`src/design/sip24_pkg.sv`:
```
// shared types, constants and helpers of the siphash-2-4 engine
package sip24_pkg;

	localparam logic [63:0] IV0       = 64'h736f6d6570736575;
	localparam logic [63:0] IV1       = 64'h646f72616e646f6d;
	localparam logic [63:0] IV2       = 64'h6c7967656e657261;
	localparam logic [63:0] IV3       = 64'h7465646279746573;
	localparam logic [63:0] FINAL_XOR = 64'h00000000000000ff;

	localparam logic [7:0] WORD_BYTES = 8'd8;
	localparam logic [2:0] RND_ABSORB_LAST = 3'd1;
	localparam logic [2:0] RND_FINAL_LAST  = 3'd5;

	localparam logic CFG_KEY_LOW  = 1'b0;
	localparam logic CFG_KEY_HIGH = 1'b1;

	typedef struct packed {
		logic [63:0] v0;
		logic [63:0] v1;
		logic [63:0] v2;
		logic [63:0] v3;
	} sip_state_t;

	typedef struct packed {
		logic        valid;
		logic [63:0] hash;
	} sip24_res_t;

	// keeps the low tail bytes of the seven below the length byte
	function automatic logic [55:0] tail_mask(input logic [2:0] tail);
		logic [55:0] m;
		m = '0;
		for (int i = 0; i < 7; i++) begin
			if (3'(i) < tail) begin
				m[8*i +: 8] = 8'hff;
			end
		end
		return m;
	endfunction

endpackage

```
`src/design/sip24_round.sv`:
```
// one sipround on the four state words
module sip24_round import sip24_pkg::*; (
	input  sip_state_t v_in,
	output sip_state_t v_out
);

	logic [63:0] a1, b1, c1, d1;
	logic [63:0] a2, b2, c2, d2;

	always_comb begin
		a1 = v_in.v0 + v_in.v1;
		b1 = {v_in.v1[50:0], v_in.v1[63:51]} ^ a1;
		c1 = v_in.v2 + v_in.v3;
		d1 = {v_in.v3[47:0], v_in.v3[63:48]} ^ c1;
		// a is rotated by 32 before the second add
		a2 = {a1[31:0], a1[63:32]} + d1;
		d2 = {d1[42:0], d1[63:43]} ^ a2;
		c2 = c1 + b1;
		b2 = {b1[46:0], b1[63:47]} ^ c2;
		v_out.v0 = a2;
		v_out.v1 = b2;
		v_out.v2 = {c2[31:0], c2[63:32]};
		v_out.v3 = d2;
	end

endmodule

```
`src/design/sip24_core.sv`:
```
// state words, length count and round sequencer around the shared sipround
module sip24_core import sip24_pkg::*; (
	input  logic        clk,
	input  logic        arst_n,
	input  logic [63:0] key_low,
	input  logic [63:0] key_high,
	input  logic        in_valid,
	output logic        in_ready,
	input  logic [63:0] data_word,
	input  logic [2:0]  tail_bytes,
	input  logic        last_word,
	output sip24_res_t  res,
	input  logic        res_ready
);

	typedef enum logic [1:0] {
		ST_IDLE,
		ST_ROUND,
		ST_DONE
	} state_t;

	state_t      state_q;
	sip_state_t  v_q;
	sip_state_t  v_rnd;
	sip_state_t  v_init;
	sip_state_t  v_load;
	sip_state_t  v_step;
	logic [63:0] msg_q;
	logic        last_q;
	logic [2:0]  rnd_q;
	logic [7:0]  byte_total_q;
	logic        in_msg_q;
	logic [7:0]  len_total;
	logic [63:0] pad_word;

	sip24_round u_round (
		.v_in  (v_q),
		.v_out (v_rnd)
	);

	always_comb begin
		if (in_msg_q) begin
			v_init = v_q;
		end else begin
			v_init.v0 = key_low ^ IV0;
			v_init.v1 = key_high ^ IV1;
			v_init.v2 = key_low ^ IV2;
			v_init.v3 = key_high ^ IV3;
		end
		len_total = (in_msg_q ? byte_total_q : 8'd0)
			+ (last_word ? {5'd0, tail_bytes} : WORD_BYTES);
		// last word: length byte on top, tail bytes below, rest zero
		pad_word = last_word ? {len_total, data_word[55:0] & tail_mask(tail_bytes)}
			: data_word;
		v_load    = v_init;
		v_load.v3 = v_init.v3 ^ pad_word;
		v_step    = v_rnd;
		if (rnd_q == RND_ABSORB_LAST) begin
			// end of absorb, finalization constant folded in on the last word
			v_step.v0 = v_rnd.v0 ^ msg_q;
			v_step.v2 = v_rnd.v2 ^ (last_q ? FINAL_XOR : 64'd0);
		end
	end

	assign in_ready  = (state_q == ST_IDLE);
	assign res.valid = (state_q == ST_DONE);
	assign res.hash  = v_q.v0 ^ v_q.v1 ^ v_q.v2 ^ v_q.v3;

	always_ff @(posedge clk or negedge arst_n) begin
		if (!arst_n) begin
			state_q      <= ST_IDLE;
			v_q          <= '0;
			msg_q        <= '0;
			last_q       <= 1'b0;
			rnd_q        <= '0;
			byte_total_q <= '0;
			in_msg_q     <= 1'b0;
		end else begin
			unique case (state_q)
				ST_IDLE: begin
					if (in_valid) begin
						v_q          <= v_load;
						msg_q        <= pad_word;
						last_q       <= last_word;
						rnd_q        <= '0;
						byte_total_q <= last_word ? 8'd0 : len_total;
						in_msg_q     <= !last_word;
						state_q      <= ST_ROUND;
					end
				end
				ST_ROUND: begin
					rnd_q <= rnd_q + 3'd1;
					v_q   <= v_step;
					if (rnd_q == RND_ABSORB_LAST && !last_q) begin
						state_q <= ST_IDLE;
					end
					if (rnd_q == RND_FINAL_LAST) begin
						state_q <= ST_DONE;
					end
				end
				ST_DONE: begin
					if (res_ready) begin
						state_q <= ST_IDLE;
					end
				end
				default: begin
					state_q <= ST_IDLE;
				end
			endcase
		end
	end

endmodule

```
`src/design/siphash_2_4_keyed_hash.sv`:
```
// SipHash-2-4 engine: one sipround unit reused each cycle under a small sequencer.
// A full word is accepted, then runs two rounds; the last word is accepted, runs two
// absorb rounds and four finalization rounds, and its hash is handed off to the
// output register. The key is held in two registers, sampled when a message
// starts; the byte count is kept internally. Results sit in an output register,
// so a new message can start while a hash waits to be taken.
module siphash_2_4_keyed_hash import sip24_pkg::*; (
	input  logic        clk,
	input  logic        arst_n,
	input  logic        s_axis_tvalid,
	output logic        s_axis_tready,
	input  logic [63:0] s_axis_tdata,   // data_word
	input  logic [2:0]  s_axis_tuser,   // tail_bytes
	input  logic        s_axis_tlast,   // last_word
	output logic        m_axis_tvalid,
	input  logic        m_axis_tready,
	output logic [63:0] m_axis_tdata,   // hash_value
	input  logic        cfg_valid,
	output logic        cfg_ready,
	input  logic        cfg_index,
	input  logic [63:0] cfg_data
);

	logic [63:0] key_low_q;
	logic [63:0] key_high_q;
	logic        out_valid_q;
	logic [63:0] out_data_q;
	sip24_res_t  res;
	logic        res_ready;

	assign cfg_ready = 1'b1;

	always_ff @(posedge clk or negedge arst_n) begin
		if (!arst_n) begin
			key_low_q  <= '0;
			key_high_q <= '0;
		end else if (cfg_valid) begin
			unique case (cfg_index)
				CFG_KEY_LOW:  key_low_q  <= cfg_data;
				CFG_KEY_HIGH: key_high_q <= cfg_data;
				default: ;
			endcase
		end
	end

	sip24_core u_core (
		.clk        (clk),
		.arst_n     (arst_n),
		.key_low    (key_low_q),
		.key_high   (key_high_q),
		.in_valid   (s_axis_tvalid),
		.in_ready   (s_axis_tready),
		.data_word  (s_axis_tdata),
		.tail_bytes (s_axis_tuser),
		.last_word  (s_axis_tlast),
		.res        (res),
		.res_ready  (res_ready)
	);

	assign res_ready = !out_valid_q || m_axis_tready;

	always_ff @(posedge clk or negedge arst_n) begin
		if (!arst_n) begin
			out_valid_q <= 1'b0;
			out_data_q  <= '0;
		end else if (res_ready) begin
			out_valid_q <= res.valid;
			if (res.valid) begin
				out_data_q <= res.hash;
			end
		end
	end

	assign m_axis_tvalid = out_valid_q;
	assign m_axis_tdata  = out_data_q;

endmodule

```
`config.mk`:
```
export PLATFORM = sky130hd
export DESIGN_NAME = siphash_2_4_keyed_hash
export DESIGN_NICKNAME = d
export VERILOG_FILES = /design/src/design/sip24_pkg.sv /design/src/design/sip24_round.sv /design/src/design/sip24_core.sv /design/src/design/siphash_2_4_keyed_hash.sv
export SDC_FILE = /design/constraint.sdc
export NUM_CORES = 2
export LEC_CHECK = 0
export ABC_CLOCK_PERIOD_IN_PS = 14400
export BUFFER_PORTS_ARGS = -buffer_cell sky130_fd_sc_hd__buf_4
export CORE_MARGIN = 5
export CORE_UTILIZATION = 60
export DETAILED_ROUTE_END_ITERATION = 6
export PLACE_DENSITY_LB_ADDON = 0.08
export SYNTH_ARGS = -nofsm -noshare
export SYNTH_HDL_FRONTEND = slang
export SYNTH_SLANG_ARGS = --single-unit
```
`constraint.sdc`:
```
create_clock -name clk -period 14.4 [get_ports clk]
set_input_delay 0.72 -clock clk [delete_from_list [all_inputs] [get_ports clk]]
set_output_delay 0.72 -clock clk [all_outputs]
set_load 0.05 [all_outputs]
```
==> impl_metrics.env <==
export IMPL_hold_buffers=0
export IMPL_clock_latency_ns=0.66
export IMPL_num_io_pins=205
export IMPL_die_h_um=277
export IMPL_post_route_period_util=0.646
export IMPL_drtAntennaViolNets=0
export IMPL_critPathSlowestCell="o31ai_1"
export IMPL_synth_area_top_cells="dfrtp_1 31%, xnor2_1 8.3%, ha_1 7.5%, xor2_1 6.9%, nand2_1 5.6%"
export IMPL_netlist_instances=5072
export IMPL_maxSlewViolCount=7
export IMPL_cp_top_family="compound AO/OA/AOI/OAI gates"
export IMPL_drive_gt1_frac=0.105
export IMPL_drt_iter0_drc=7560
export IMPL_wl_mm=211
export IMPL_arrival_ns=9.83
export IMPL_synth_largest_area_cell="dfrtp_1"
export IMPL_grt_usage=0.526
export IMPL_syn_area_um2=42900
export IMPL_avgSynthCellArea_um2=8.45
export IMPL_coreArea_um2=71100
export IMPL_dieArea_um2=76900
export IMPL_place_hpwl_mm=168
export IMPL_start_kind="flop"
export IMPL_layout_min_cycle_time_ns=9.30
export IMPL_gp_congestion=1.24
export IMPL_route_detailed_drc=0
export IMPL_synth_distinct_cells=93
export IMPL_max_freq_mhz=107
export IMPL_cts_resized=0
export IMPL_synth_nets=5473
export IMPL_grt_pass1_vias=40700
export IMPL_cts_path_max_buffers=3
export IMPL_synth_top_area_share=0.308
export IMPL_cp_num_buf_inv=2
export IMPL_clkSlewWorstSetupHoldPaths_ns=0.07
export IMPL_outcome="finished with violations"
export IMPL_grt_overflow_total=0
export IMPL_antenna_found_initial=23
export IMPL_violations="capacitance limit, slew limit"
export IMPL_clock_root_buffer="clkbuf_16"
export IMPL_worst_slew_pin_slew_ns=1.59
export IMPL_relSlewSlack=-0.0701
export IMPL_cts_setup_buffers=0
export IMPL_numCtsBuffers=58
export IMPL_start_util=0.603
export IMPL_finalNonFillerCells=6085
export IMPL_synthToLayoutAreaGrowth_pct=9.17
export IMPL_synth_edf_count=0
export IMPL_crit_type="reg2reg"
export IMPL_grt_max_degree=163
export IMPL_finalHoldViolCount=0
export IMPL_htree_levels=2
export IMPL_vias=43800
export IMPL_crit_path_cell_trace="ha_1, inv_1, fa_1, nor2b_1, o31a_1, o2111ai_1, a211oi_2, o2111ai_1, o31ai_1, a31oi_1, xnor2_1, xor2_1, ha_1, nand4_1, nor2_1, inv_1, or4_1, a31oi_1, o31ai_1, a31oi_1, xor2_1, xnor2_2, xor2_1, a221oi_1"
export IMPL_numPortBuffers=203
export IMPL_fp_dieW_um=277
export IMPL_grt_pass1_wl_mm=296
export IMPL_ys_async_sr_fraction=1.00
export IMPL_tns_ns=0
export IMPL_slowest_delay_ns=1.34
export IMPL_clock_sinks=528
export IMPL_wire_per_inst_um=34.7
export IMPL_dp_cells=5962
export IMPL_yosysWarnings=0
export IMPL_vias_per_cell=7.19
export IMPL_final_util=0.658
export IMPL_dr_pass1_iters=7
export IMPL_setup_violations=0
export IMPL_grt_setup_unrepaired="false"
export IMPL_endpoint_kind="flop"
export IMPL_drv_cap=3
export IMPL_finalClockSkew_ns=0.0242
export IMPL_crit_fanout=6
export IMPL_min_path_type="in2async"
export IMPL_ys_seq_elements=528
export IMPL_cp_required_ns=14.92
export IMPL_core_rowCount=98
export IMPL_rrSetupSlack_ns=5.10
export IMPL_ys_flop_type="dfrtp_1"
export IMPL_cts_tree="built"
export IMPL_yosysSeqAreaShare=0.308
export IMPL_nets=5474
-- per-stage QoR --
| step | cell area [µm²] | worst slack [ns] | hold WS [ns] |
|---|---|---|---|
| after CTS | 46700 | 6.12 | 0.205 |
| after global placement | 44900 | 6.22 | 0.453 |
| final | 46800 | 5.10 | 0.137 |
| after global routing | 46700 | 5.22 | 0.244 |
| after floorplan | 42900 | 8.82 | 0.424 |
| after detailed placement | 44900 | 6.19 | 0.470 |
-- final cells by class --
type                            count  area [µm²]
Clock inverter                     24         180
Fill cell                        5797       24300
Timing Repair Buffer              251        1910
Clock buffer                       82        1680
Multi-Input combinational cell   4128       28200
Antenna cell                       16        40.0
Inverter                          106         398
Tap cell                          950        1190
Sequential cell                   528       13200
-- path summary, 6_finish.rpt --
check	startpoint	end	depth (start not counted)
hold / removal	arst_n	m_axis_tdata[46]$_DFFE_PN0P_	1
setup reg to reg	u_core.v_q[0]$_DFFE_PN0P_	u_core.v_q[63]$_DFFE_PN0P_	24
min in group clk	cfg_data[28]	key_low_q[28]$_DFFE_PN0P_	3
max in group asynchronous	arst_n	u_core.v_q[207]$_DFFE_PN0P_	4
hold reg to reg	m_axis_tdata[27]$_DFFE_PN0P_	m_axis_tdata[27]$_DFFE_PN0P_	2
setup / recovery	u_core.v_q[0]$_DFFE_PN0P_	u_core.v_q[63]$_DFFE_PN0P_	24
-- cells in the mapped netlist, drive strengths merged, types with 26 or more instances --
cell    instances
mux2i          52
a211oi         27
o211ai         27
nand2         634
inv           105
nand4          68
o21bai         43
o21a           59
nand3          76
clkbuf        278
ha            258
buf            32
xor2          340
a21o          190
nor2b          26
o21ai         490
and3           31
a31oi          35
mux2          131
nor2          274
and2           28
nor3           73
o221ai         30
o22ai          82
a221oi         50
dfrtp         528
a21oi         458
xnor2         408
-- flip-flops by register name, indices dropped and copies added (netlist names) --
signal / count
u_core.state_q: 2
u_core.msg_q: 64
u_core.in_msg_q: 1
u_core.byte_total_q: 8
u_core.last_q: 1
m_axis_tdata: 64
u_core.v_q: 256
key_low_q: 64
u_core.rnd_q: 3
m_axis_tvalid: 1
key_high_q: 64
-- placed cells by master (no fill, tap or decap), types with 31 or more instances in the layout --
cell type	netlist	layout
nand3_1	76	75
ha_1	258	258
mux2_2	131	131
o21bai_1	43	43
buf_4	2	248
dfrtp_1	528	527
a31oi_1	34	34
o22ai_1	82	82
nor2_1	273	271
a221oi_1	50	50
nor3_1	72	72
mux2i_1	52	52
nand4_1	67	67
xor2_1	339	338
nand2_1	634	632
a21oi_1	455	454
inv_1	105	105
xnor2_1	407	405
o21a_1	59	59
a21o_1	190	189
clkbuf_16	0	59
and3_1	31	31
o21ai_0	469	469
-- logic make-up (layout without fill, tap and decap cells) --
| logic type | after synthesis | after routing | share of synthesized area |
|---|---|---|---|
| fa+ha+maj | 263 | 263 | 0.0777 |
| compound gates | 1623 | 1623 | 0.234 |
| other cells | 1 | 17 | 0.0000875 |
| buf+inv | 416 | 463 | 0.0371 |
| flops | 528 | 528 | 0.308 |
| xor+xnor | 767 | 767 | 0.163 |
| simple gates | 1291 | 1291 | 0.133 |
| mux | 183 | 183 | 0.0466 |
-- worst reg2reg max path: cells and delay by family, from the launching register on --
kind / cells / cell delay, ns
AO/OA/AOI/OAI: 10 / 4.35
adder cells (fa/ha/maj): 3 / 1.12
XOR/XNOR: 5 / 2.03
flip-flops: 1 / 0.48
AND/OR/NAND/NOR: 4 / 1.05
buffers and inverters: 2 / 0.16
-- routing by layer --
| layer | up-vias | part of all wire | track usage |
|---|---|---|---|
| met5 | - | 0.00063 | 0 |
| met4 | 12 | 0.10 | 0.406 |
| met3 | 1034 | 0.16 | 0.230 |
| met2 | 3734 | 0.39 | 0.721 |
| met1 | 20900 | 0.35 | 0.646 |
| li1 | 18100 | - | - |
Power is not shown: default switching activity piles up to over one toggle a cycle in this logic, so the estimate is an artifact.
